==> config.mk <==
export PLATFORM = sky130hd
export DESIGN_NAME = tls_client_hello_sni_extractor
export DESIGN_NICKNAME = d
export VERILOG_FILES = /design/src/sv/tls_sni_pkg.sv /design/src/sv/tls_client_hello_sni_extractor.sv
export SDC_FILE = /design/constraint.sdc
export NUM_CORES = 1
export LEC_CHECK = 0
export BUFFER_PORTS_ARGS = -buffer_cell sky130_fd_sc_hd__buf_2
export CORE_ASPECT_RATIO = 0.5
export CORE_MARGIN = 2
export CORE_UTILIZATION = 30
export DETAILED_ROUTE_END_ITERATION = 10
export GPL_TIMING_DRIVEN = 0
export SLEW_MARGIN = 25
export SYNTH_ARGS = -nofsm -noshare
export SYNTH_HDL_FRONTEND = slang
export SYNTH_SLANG_ARGS = --single-unit
==> constraint.sdc <==
create_clock -name clk -period 12.75 [get_ports clk]
set_input_delay 0.6375 -clock clk [delete_from_list [all_inputs] [get_ports clk]]
set_output_delay 0.6375 -clock clk [all_outputs]
set_load 0.02 [all_outputs]
==> src/sv/tls_sni_pkg.sv <==
// Package for the TLS ClientHello SNI extractor: payload structs, status codes, limits.
// No dependencies.
`default_nettype none
package tls_sni_pkg;
    localparam int unsigned POS_W = 17;
    localparam logic [POS_W-1:0] CAPTURE_LIMIT_RESET = 17'd16384;
    localparam logic [7:0] MAX_NAME_LEN_RESET = 8'd255;
    localparam int unsigned CFG_IDX_W = 1;
    localparam logic [CFG_IDX_W-1:0] CFG_CAPTURE_LIMIT = 1'b0;
    localparam logic [CFG_IDX_W-1:0] CFG_MAX_NAME_LEN = 1'b1;

    typedef enum logic [2:0] {
        ST_PARSED   = 3'd0,
        ST_MISSING  = 3'd1,
        ST_NOT_TLS  = 3'd2,
        ST_TRUNC    = 3'd3,
        ST_TOO_LONG = 3'd4,
        ST_ERR      = 3'd5
    } status_t;

    typedef struct packed {
        logic [7:0] data_byte;
        logic       stream_start;
    } sni_in_t;

    typedef struct packed {
        logic       name_valid;
        logic [7:0] name_byte;
        logic       name_last;
        logic       status_valid;
        logic [2:0] status;
    } sni_out_t;
endpackage
`default_nettype wire

==> src/sv/tls_client_hello_sni_extractor.sv <==
// Top level: byte-serial ClientHello walker that streams the SNI host name and a verdict.
// Depends on tls_sni_pkg.
//
// channel | dir | handshake          | payload
// in      | in  | in_valid/in_ready  | sni_in_t  (data_byte, stream_start)
// out     | out | out_valid/out_ready| sni_out_t (name and status)
// cfg     | in  | cfg_we             | cfg_index, cfg_data (17 bits)
//
// One byte per cycle while in_ready is high; each accepted byte updates the phase and position registers.
// Results sit in a single output register; a new byte is taken while it is empty or
// being drained in the same cycle. Reset leaves the parser at the record header.
`default_nettype none
module tls_client_hello_sni_extractor
    import tls_sni_pkg::*;
(
    input  wire logic                 clk,
    input  wire logic                 rst_n,
    input  wire logic                 in_valid,
    output logic                      in_ready,
    input  wire sni_in_t              in_data,
    output logic                      out_valid,
    input  wire logic                 out_ready,
    output sni_out_t                  out_data,
    input  wire logic                 cfg_we,
    input  wire logic [CFG_IDX_W-1:0] cfg_index,
    input  wire logic [POS_W-1:0]     cfg_data
);
    typedef enum logic [4:0] {
        PH_TYPE, PH_VMAJ, PH_VMIN, PH_RLEN, PH_HTYPE, PH_HLEN, PH_RANDOM,
        PH_SIDLEN, PH_SKIP_SID, PH_CSLEN, PH_SKIP_CS, PH_CMLEN, PH_SKIP_CM,
        PH_EXTLEN, PH_EXTTYPE, PH_EXTSIZE, PH_SKIP_EXT, PH_LISTLEN, PH_NAMEHDR,
        PH_SKIP_NAME, PH_NAME, PH_WAIT,
        PH_D_SID, PH_D_CM, PH_D_EXT, PH_D_EXTLOOP, PH_D_NAMELOOP
    } phase_t;

    logic [POS_W-1:0] cap_reg;
    logic [7:0]       maxlen_reg;
    logic [POS_W-1:0] seen_reg, seen_next;
    phase_t           ph_reg, ph_next;
    logic             fin_reg, fin_next;
    logic [POS_W-1:0] rec_reg, rec_next, hs_reg, hs_next, exts_reg, exts_next;
    logic [POS_W-1:0] ext_reg, ext_next, nl_reg, nl_next;
    logic [23:0]      acc_reg, acc_next;
    logic [15:0]      skip_reg, skip_next;
    status_t          pst_reg, pst_next;
    logic             pv_reg, pv_next;
    logic             ov_reg;
    sni_out_t         od_reg;

    logic             accept;
    assign in_ready  = !ov_reg || out_ready;
    assign accept    = in_valid && in_ready;
    assign out_valid = ov_reg;
    assign out_data  = od_reg;

    function automatic logic host_char(input logic [7:0] c);
        host_char = (c >= 8'h30 && c <= 8'h39) || (c >= 8'h41 && c <= 8'h5A) ||
                    (c >= 8'h61 && c <= 8'h7A) || c == 8'h2D || c == 8'h2E;
    endfunction

    logic             name_out, name_end, st_out;
    status_t          st;
    logic [7:0]       b;
    logic [POS_W+1:0] p;
    logic [23:0]      v;
    logic [15:0]      sk;
    logic [POS_W+1:0] n;
    logic             active;

    always_comb
    begin
        b = in_data.data_byte;
        seen_next = seen_reg; ph_next = ph_reg; fin_next = fin_reg;
        rec_next = rec_reg; hs_next = hs_reg; exts_next = exts_reg;
        ext_next = ext_reg; nl_next = nl_reg; acc_next = acc_reg;
        skip_next = skip_reg; pst_next = pst_reg; pv_next = pv_reg;
        if (in_data.stream_start)
        begin
            seen_next = '0; ph_next = PH_TYPE; fin_next = 1'b0;
            rec_next = '0; hs_next = '0; exts_next = '0; ext_next = '0; nl_next = '0;
            acc_next = '0; skip_next = '0; pst_next = ST_PARSED; pv_next = 1'b0;
        end
        active = !fin_next;
        name_out = 1'b0; name_end = 1'b0; st_out = 1'b0; st = ST_PARSED;
        v = '0; sk = '0; n = '0;
        seen_next = active ? seen_next + 1'b1 : seen_next;
        p = {2'b00, seen_next};
        if (active)
        begin
            unique case (ph_next)
                PH_TYPE:
                    if (b != 8'h16) begin st_out = 1'b1; st = ST_NOT_TLS; end
                    else ph_next = PH_VMAJ;
                PH_VMAJ:
                begin
                    if (b != 8'h03) begin pv_next = 1'b1; pst_next = ST_ERR; end
                    ph_next = PH_VMIN;
                end
                PH_VMIN:
                begin
                    ph_next = PH_RLEN; skip_next = 16'd2; acc_next = '0;
                end
                PH_WAIT: ;
                PH_RANDOM, PH_SKIP_SID, PH_SKIP_CS, PH_SKIP_CM, PH_SKIP_EXT,
                PH_SKIP_NAME:
                begin
                    skip_next = skip_next - 1'b1;
                    if (skip_next == '0)
                    begin
                        unique case (ph_next)
                            PH_RANDOM:
                            begin
                                ph_next = PH_SIDLEN; skip_next = 16'd1; acc_next = '0;
                            end
                            PH_SKIP_SID: ph_next = PH_D_SID;
                            PH_SKIP_CS:  ph_next = PH_D_CM;
                            PH_SKIP_CM:  ph_next = PH_D_EXT;
                            PH_SKIP_EXT: ph_next = PH_D_EXTLOOP;
                            default:     ph_next = PH_D_NAMELOOP;
                        endcase
                    end
                end
                PH_NAME:
                    if (host_char(b))
                    begin
                        name_out = 1'b1;
                        skip_next = skip_next - 1'b1;
                        if (skip_next == '0)
                        begin
                            name_end = 1'b1; pst_next = ST_PARSED; pv_next = 1'b1;
                            ph_next = PH_WAIT;
                        end
                    end
                    else
                    begin
                        pst_next = ST_ERR; pv_next = 1'b1; ph_next = PH_WAIT;
                    end
                default:
                begin
                    acc_next = {acc_next[15:0], b};
                    skip_next = skip_next - 1'b1;
                    v = acc_next;
                    sk = v[15:0];
                    n = {{(POS_W+2-16){1'b0}}, sk};
                    if (skip_next == '0)
                    begin
                        unique case (ph_next)
                            PH_RLEN:
                                if (pv_next || v == '0) begin st_out = 1'b1; st = ST_ERR; end
                                else
                                begin
                                    rec_next = POS_W'(17'd5 + POS_W'(sk));
                                    if (sk < 16'd4)
                                    begin
                                        pst_next = ST_ERR; pv_next = 1'b1; ph_next = PH_WAIT;
                                    end
                                    else
                                    begin
                                        ph_next = PH_HTYPE; skip_next = 16'd1; acc_next = '0;
                                    end
                                end
                            PH_HTYPE:
                                if (v != 24'h1)
                                begin
                                    pst_next = ST_NOT_TLS; pv_next = 1'b1; ph_next = PH_WAIT;
                                end
                                else
                                begin
                                    ph_next = PH_HLEN; skip_next = 16'd3; acc_next = '0;
                                end
                            PH_HLEN:
                                if (v == '0 || {1'b0, v} + 25'd9 > {8'd0, rec_next})
                                begin
                                    pst_next = ST_ERR; pv_next = 1'b1; ph_next = PH_WAIT;
                                end
                                else
                                begin
                                    hs_next = POS_W'(v + 24'd9);
                                    if (p + 19'd35 > {2'b00, hs_next})
                                    begin
                                        pst_next = ST_ERR; pv_next = 1'b1; ph_next = PH_WAIT;
                                    end
                                    else
                                    begin
                                        ph_next = PH_RANDOM; skip_next = 16'd34;
                                    end
                                end
                            PH_SIDLEN, PH_CSLEN, PH_CMLEN:
                                if (p + n > {2'b00, hs_next} ||
                                    (ph_next != PH_SIDLEN && sk == '0) ||
                                    (ph_next == PH_CSLEN && sk[0]))
                                begin
                                    pst_next = ST_ERR; pv_next = 1'b1; ph_next = PH_WAIT;
                                end
                                else if (sk == '0)
                                    ph_next = PH_D_SID;
                                else
                                begin
                                    skip_next = sk;
                                    ph_next = (ph_next == PH_SIDLEN) ? PH_SKIP_SID :
                                              (ph_next == PH_CSLEN) ? PH_SKIP_CS : PH_SKIP_CM;
                                end
                            PH_EXTLEN:
                                if (p + n != {2'b00, hs_next})
                                begin
                                    pst_next = ST_ERR; pv_next = 1'b1; ph_next = PH_WAIT;
                                end
                                else
                                begin
                                    exts_next = hs_next; ph_next = PH_D_EXTLOOP;
                                end
                            PH_EXTTYPE:
                            begin
                                ph_next = PH_EXTSIZE; skip_next = 16'd2;
                                acc_next = {23'd0, v != '0};
                            end
                            PH_EXTSIZE:
                                if (p + n > {2'b00, exts_next})
                                begin
                                    pst_next = ST_ERR; pv_next = 1'b1; ph_next = PH_WAIT;
                                end
                                else
                                begin
                                    ext_next = POS_W'(p + n);
                                    if (v[16])
                                    begin
                                        if (sk == '0) ph_next = PH_D_EXTLOOP;
                                        else begin ph_next = PH_SKIP_EXT; skip_next = sk; end
                                    end
                                    else if (sk < 16'd2)
                                    begin
                                        pst_next = ST_ERR; pv_next = 1'b1; ph_next = PH_WAIT;
                                    end
                                    else
                                    begin
                                        ph_next = PH_LISTLEN; skip_next = 16'd2; acc_next = '0;
                                    end
                                end
                            PH_LISTLEN:
                                if (p + n != {2'b00, ext_next})
                                begin
                                    pst_next = ST_ERR; pv_next = 1'b1; ph_next = PH_WAIT;
                                end
                                else
                                begin
                                    nl_next = POS_W'(p + n); ph_next = PH_D_NAMELOOP;
                                end
                            default:
                                if (p + n > {2'b00, nl_next})
                                begin
                                    pst_next = ST_ERR; pv_next = 1'b1; ph_next = PH_WAIT;
                                end
                                else if (v[23:16] != '0)
                                begin
                                    if (sk == '0) ph_next = PH_D_NAMELOOP;
                                    else begin ph_next = PH_SKIP_NAME; skip_next = sk; end
                                end
                                else if (sk > {8'd0, maxlen_reg})
                                begin
                                    pst_next = ST_TOO_LONG; pv_next = 1'b1; ph_next = PH_WAIT;
                                end
                                else if (sk == '0)
                                begin
                                    pst_next = ST_ERR; pv_next = 1'b1; ph_next = PH_WAIT;
                                end
                                else
                                begin
                                    ph_next = PH_NAME; skip_next = sk;
                                end
                        endcase
                    end
                end
            endcase
            // decision points; at most one is resolved per byte, and none chains into another
            if (ph_next == PH_D_SID)
            begin
                if (p + 19'd2 > {2'b00, hs_next})
                begin
                    pst_next = ST_ERR; pv_next = 1'b1; ph_next = PH_WAIT;
                end
                else
                begin
                    ph_next = PH_CSLEN; skip_next = 16'd2; acc_next = '0;
                end
            end
            else if (ph_next == PH_D_CM)
            begin
                if (p + 19'd1 > {2'b00, hs_next})
                begin
                    pst_next = ST_ERR; pv_next = 1'b1; ph_next = PH_WAIT;
                end
                else
                begin
                    ph_next = PH_CMLEN; skip_next = 16'd1; acc_next = '0;
                end
            end
            else if (ph_next == PH_D_EXT)
            begin
                pv_next = 1'b1; ph_next = PH_WAIT;
                if (p == {2'b00, hs_next}) pst_next = ST_MISSING;
                else if (p + 19'd2 > {2'b00, hs_next}) pst_next = ST_ERR;
                else
                begin
                    pv_next = pv_reg && !in_data.stream_start;
                    ph_next = PH_EXTLEN; skip_next = 16'd2; acc_next = '0;
                end
            end
            else if (ph_next == PH_D_EXTLOOP)
            begin
                if (p + 19'd4 <= {2'b00, exts_next})
                begin
                    ph_next = PH_EXTTYPE; skip_next = 16'd2; acc_next = '0;
                end
                else
                begin
                    pv_next = 1'b1; ph_next = PH_WAIT;
                    pst_next = (p != {2'b00, exts_next}) ? ST_ERR : ST_MISSING;
                end
            end
            else if (ph_next == PH_D_NAMELOOP)
            begin
                if (p + 19'd3 <= {2'b00, nl_next})
                begin
                    ph_next = PH_NAMEHDR; skip_next = 16'd3; acc_next = '0;
                end
                else
                begin
                    pv_next = 1'b1; ph_next = PH_WAIT; pst_next = ST_MISSING;
                end
            end
            if (!st_out)
            begin
                if (rec_next != '0 && seen_next == rec_next)
                begin
                    st_out = 1'b1; st = pv_next ? pst_next : ST_ERR;
                end
                else if (seen_next >= cap_reg)
                begin
                    st_out = 1'b1; st = ST_TRUNC;
                end
            end
            if (st_out) fin_next = 1'b1;
        end
    end

    always_ff @(posedge clk or negedge rst_n)
    begin
        if (!rst_n)
        begin
            cap_reg <= CAPTURE_LIMIT_RESET; maxlen_reg <= MAX_NAME_LEN_RESET;
            seen_reg <= '0; ph_reg <= PH_TYPE; fin_reg <= 1'b0;
            rec_reg <= '0; hs_reg <= '0; exts_reg <= '0; ext_reg <= '0; nl_reg <= '0;
            acc_reg <= '0; skip_reg <= '0; pst_reg <= ST_PARSED; pv_reg <= 1'b0;
            ov_reg <= 1'b0;
        end
        else
        begin
            if (cfg_we)
            begin
                if (cfg_index == CFG_CAPTURE_LIMIT) cap_reg <= cfg_data;
                else maxlen_reg <= cfg_data[7:0];
            end
            if (accept && (name_out || st_out)) ov_reg <= 1'b1;
            else if (out_ready) ov_reg <= 1'b0;
            if (accept)
            begin
                seen_reg <= seen_next; ph_reg <= ph_next; fin_reg <= fin_next;
                rec_reg <= rec_next; hs_reg <= hs_next; exts_reg <= exts_next;
                ext_reg <= ext_next; nl_reg <= nl_next; acc_reg <= acc_next;
                skip_reg <= skip_next; pst_reg <= pst_next; pv_reg <= pv_next;
            end
        end
    end

    always_ff @(posedge clk)
    begin
        if (accept && (name_out || st_out))
        begin
            od_reg.name_valid   <= name_out;
            od_reg.name_byte    <= name_out ? b : 8'd0;
            od_reg.name_last    <= name_end;
            od_reg.status_valid <= st_out;
            od_reg.status       <= st_out ? st : ST_PARSED;
        end
    end

    a_no_drop: assert property (@(posedge clk) disable iff (!rst_n)
        ov_reg && !out_ready |=> ov_reg && $stable(od_reg))
        else $error("pending result lost");
    a_fin_silent: assert property (@(posedge clk) disable iff (!rst_n)
        accept && fin_reg && !in_data.stream_start |=> $stable(seen_reg))
        else $error("finished stream advanced");
    a_last_name: assert property (@(posedge clk) disable iff (!rst_n)
        ov_reg && od_reg.name_last |-> od_reg.name_valid)
        else $error("name_last without name");
endmodule
`default_nettype wire
==> flow_results.org <==
** Outcome
- The flow ran to the end, and the final reports show no timing, DRC or antenna violations.

** Place
- Number of placed cells counting well taps :: approximately 3600
- Summed over all nets, the half-perimeter wirelength after detailed placement is around 75000 µm.
- Port buffering added between 40 and 50 buffers.
- At the end of routability-driven placement, the weighted congestion stood at about 1.0.
- Timing analysis after detailed placement gives a worst setup slack of -6.76 ns.
- Area after DPL :: between 20000 and 25000 µm²

** Timing
- Fmax :: about 80 MHz
- Setup repair after global routing missed its margin :: no
- Share of the clock period used by the worst path :: 0.983
- Across the routed clock network, the largest skew measured is approximately 0.013 ns.
- The count of pins over their slew limit is 0.
- Final critical-path required period :: 12.53 ns
- Measured slew at the worst slew-check pin :: between 1 and 1.5 ns
- Hold Vio Cnt, Final :: 0
- Aggregate negative setup slack :: 0 ns
- On the final layout, the worst hold slack is approximately 0.05 ns.
- Final Setup Violations :: 0
- Measured against its own limit, the worst slew margin works out to 0.244.
- Across all setup checks in the final design, the least slack found is 0.221 ns.

** Power
- Cell area power density :: between 100 and 150 nW/µm²
- Summed over all cells, the static leakage comes to 9.70 nW.
- Power consumption :: 3.19 mW
- Highest ir drop seen on vdd :: about 100 µV

** Detailed routing
- DR vias/cell :: approximately 6
- Post-detailed-route count of antenna-violating nets :: 0
- Per-cell routed wire length :: 26.5 µm
- Routed wl met2 :: slightly above 40000 µm
- In the final routing, the length of wire on met1 measures about 40000 µm.
- Top Metal Used :: met5
- For this run, the detailed router's first-pass iteration total came to 6.
- The first routing iteration left 2737 violations.
- The final layout contains routed wiring with a total length of 96400 µm.
- Wire segments on met3 add up to 9950 µm in the final route.
- After detailed routing, the number of remaining DRC violations is 0.
- Total number of vias :: approximately 22000

** Worst setup path
- Type of the worst setup path :: in -> reg
- Maximum net fanout on the critical path :: 19
- Across all register-to-register paths, the minimum setup slack is between 1.5 and 2 ns.
- For the worst setup path, the data arrival time is around 13 ns.
- The startpoint identified for the worst register-to-register timing path is fin_reg.
- Reg2Reg Depth :: ~40
- The worst setup path is launched from an input port.
- The most numerous cell type found on the critical path is sky130_fd_sc_hd__buf_6.
- Maximum single-stage delay on the critical path :: about 0.52 ns
- End of the worst register-to-register path :: out_data[1]
- STA puts the critical path data required time at 12.99 ns.
- CP endpoint kind :: register
- Slowest stage cell, crit path :: sky130_fd_sc_hd__or4_1

** Floorplan
- In this run the standard cell core region covers 67200 µm².
- For this configuration, the core starts out at a cell density of 0.304.
- The floorplan has 67 rows.
- I/O pin total :: 48
- Measured along the x axis, the die boundary spans between 300 and 400 µm.
- Floorplan die area :: ~70000 µm²
- From bottom edge to top edge, the die measures around 190 µm.

** Synthesis
- The most used flip-flop cell after synthesis is sky130_fd_sc_hd__dfrtp_1.
- Yosys mapped a number of flops with a built-in enable equal to 14.
- Cells after Synth :: ~2600
- Count leader, synth :: sky130_fd_sc_hd__nand2_1
- For this run, asynchronously set or reset flops after synthesis account for 0.924.
- Number of nets in the synthesized netlist :: 2880
- The synthesized netlist occupies a cell area of 20500 µm².
- Yosys attributes the largest share of cell area to sky130_fd_sc_hd__dfrtp_1 (20%), sky130_fd_sc_hd__ha_1 (12%), sky130_fd_sc_hd__nand2_1 (7.8%).
- Count of unique library cells instantiated by Yosys :: about 110
- By count the netlist is led by sky130_fd_sc_hd__nand2_1 (426), sky130_fd_sc_hd__ha_1 (200), sky130_fd_sc_hd__nor2_1 (195).
- Of the synthesized area, sequential elements account for 0.229.
- Yosys printed 0 warnings.
- In this run the mean area of a mapped cell was 7.73 µm².
- Counting flops and latches in the post-synthesis netlist gives roughly 180.
- The share of synthesized area in the top cell type comes to 0.197.
- Most area-hungry cell type in the Yosys netlist :: sky130_fd_sc_hd__dfrtp_1

** Layout
- Final non-filler cell total :: about 3600
- Compared with the post-synthesis result, the final layout area differs by 12.7%.
- Fill cells in the final layout number 7131.
- Fraction of the core area covered by cells at the end of the flow :: 0.343
- In the final layout, the share of cells above drive strength 1 is 0.107.
- Final-stage net count :: about 3000
- The finished cells cover 23000 µm².
- The repair_antennas step left the layout with diodes totalling 0.

** Clock tree
- Counting the buffers created by CTS gives 17.
- # hold bufs at CTS :: 0
- The cell sitting at the root of the clock tree is a sky130_fd_sc_hd__clkbuf_16.
- Clk buf depth :: 2
- The H-tree was split into 4 levels.
- Register clock-pin slew on the reported worst setup and hold paths :: ~0.08 ns
- Clock network latency to the later pin of the worst-skew pair :: a little under 0.5 ns
- CTS sink count :: approximately 180
- TritonCTS built the clock tree.

** Hold path
- The tightest min-delay check is of the in -> async type.

** GRT
- Wire length of the first global-routing pass :: 140000 µm
- Maximum number of pins on one net before global-route repair :: 64
- Remaining global-route overflow :: 0
- Across every metal layer, demand over resource in global routing totals 0.269.
- Initial antenna violation count :: 5
- The via count of the first global-routing pass came to around 21000.

** Job
- Max capacitance violation total :: 0
==> kinds of logic (layout without fill, tap and decap cells) <==
kind of cell	Yosys count	after routing	synth area share
AO/OA/AOI/OAI	669	669	0.215
XOR/XNOR	193	193	0.0885
adder cells (fa/ha/maj)	204	204	0.125
buffers and inverters	244	336	0.0475
flip-flops	184	184	0.229
multiplexers	54	54	0.0289
other	1	1	0.000183
AND/OR/NAND/NOR	1098	1098	0.266
==> cell usage in the layout (no fill, tap or decap), types with 11 or more instances in the layout <==
master                      count
sky130_fd_sc_hd__a211oi_1      20
sky130_fd_sc_hd__a21o_1        41
sky130_fd_sc_hd__a21oi_1      135
sky130_fd_sc_hd__a22o_1        17
sky130_fd_sc_hd__a31oi_1       35
sky130_fd_sc_hd__a32o_1        11
sky130_fd_sc_hd__and2_1        22
sky130_fd_sc_hd__and3_1        24
sky130_fd_sc_hd__buf_1         15
sky130_fd_sc_hd__buf_2         59
sky130_fd_sc_hd__buf_4         16
sky130_fd_sc_hd__buf_6         11
sky130_fd_sc_hd__clkbuf_1      82
sky130_fd_sc_hd__clkbuf_16     17
sky130_fd_sc_hd__dfrtp_1      161
sky130_fd_sc_hd__edfxtp_1      14
sky130_fd_sc_hd__ha_1         200
sky130_fd_sc_hd__inv_1         96
sky130_fd_sc_hd__mux2_2        40
sky130_fd_sc_hd__mux2i_1       13
sky130_fd_sc_hd__nand2_1      426
sky130_fd_sc_hd__nand2b_1      31
sky130_fd_sc_hd__nand3_1       64
sky130_fd_sc_hd__nand4_1       61
sky130_fd_sc_hd__nor2_1       190
sky130_fd_sc_hd__nor2b_1       67
sky130_fd_sc_hd__nor3_1        60
sky130_fd_sc_hd__nor4_1        32
sky130_fd_sc_hd__o211ai_1      22
sky130_fd_sc_hd__o21a_1        26
sky130_fd_sc_hd__o21ai_0      188
sky130_fd_sc_hd__o21ai_1       12
sky130_fd_sc_hd__o31ai_1       27
sky130_fd_sc_hd__or2_2         14
sky130_fd_sc_hd__or3_1         15
sky130_fd_sc_hd__xnor2_1      127
sky130_fd_sc_hd__xor2_1        49
==> where the power goes <==
part | leakage [nW] | switching, mW | internal, mW | total, mW
combinational | 7.00 | 1.24 | 0.626 | 1.87
clock | 0.290 | 0.292 | 0.282 | 0.573
sequential | 2.41 | 0.0838 | 0.662 | 0.745
total | 9.70 | 1.62 | 1.57 | 3.19
==> how the worst max path moves through the flow <==
stage	endpoint	startpoint	cells after the start	slack (ns)
2_1_floorplan	out_data[1]	in_data[0]	52	1.09
3_3_place_gp	out_data[1]	in_data[0]	53	-6.82
3_5_place_dp	out_data[1]	in_data[0]	55	-6.76
4_1_cts	out_data[1]	in_data[0]	52	0.01
5_1_grt	out_data[2]	in_data[0]	51	0.03
6_report	out_data[1]	in_data[0]	54	0.22
==> repair_timing <==
item	CTS	global route
pin swaps	5	3
endpoints found under the setup margin	109	43
setup buffers	8	2
resized for setup	76	16
==> routing by layer <==
metal  vias up  global-route usage
li1       9701                   -
met1     10500               0.359
met2      1256               0.405
met3       287              0.0630
met4         2               0.141
met5         -                   0
==> worst max-delay path: cells and delay by family <==
family,cells,cell delay (ns)
compound gates,19,3.90
xor+xnor,2,0.51
fa+ha+maj,4,1.31
buf+inv,16,3.59
mux,1,0.17
simple gates,12,2.53
==> area by class of cell <==
type                       count  area, µm²  area share
multi-input combinational   2219      15100       0.656
inverter                     103        390      0.0169
sequential                   184       4690       0.203
clock buffer                  17        425      0.0185
clock inverter                15        178     0.00771
buffer                       137        712      0.0309
timing repair buffer          64        414      0.0180
tap                          897       1120      0.0487
Power figures use the tool's default switching activity.
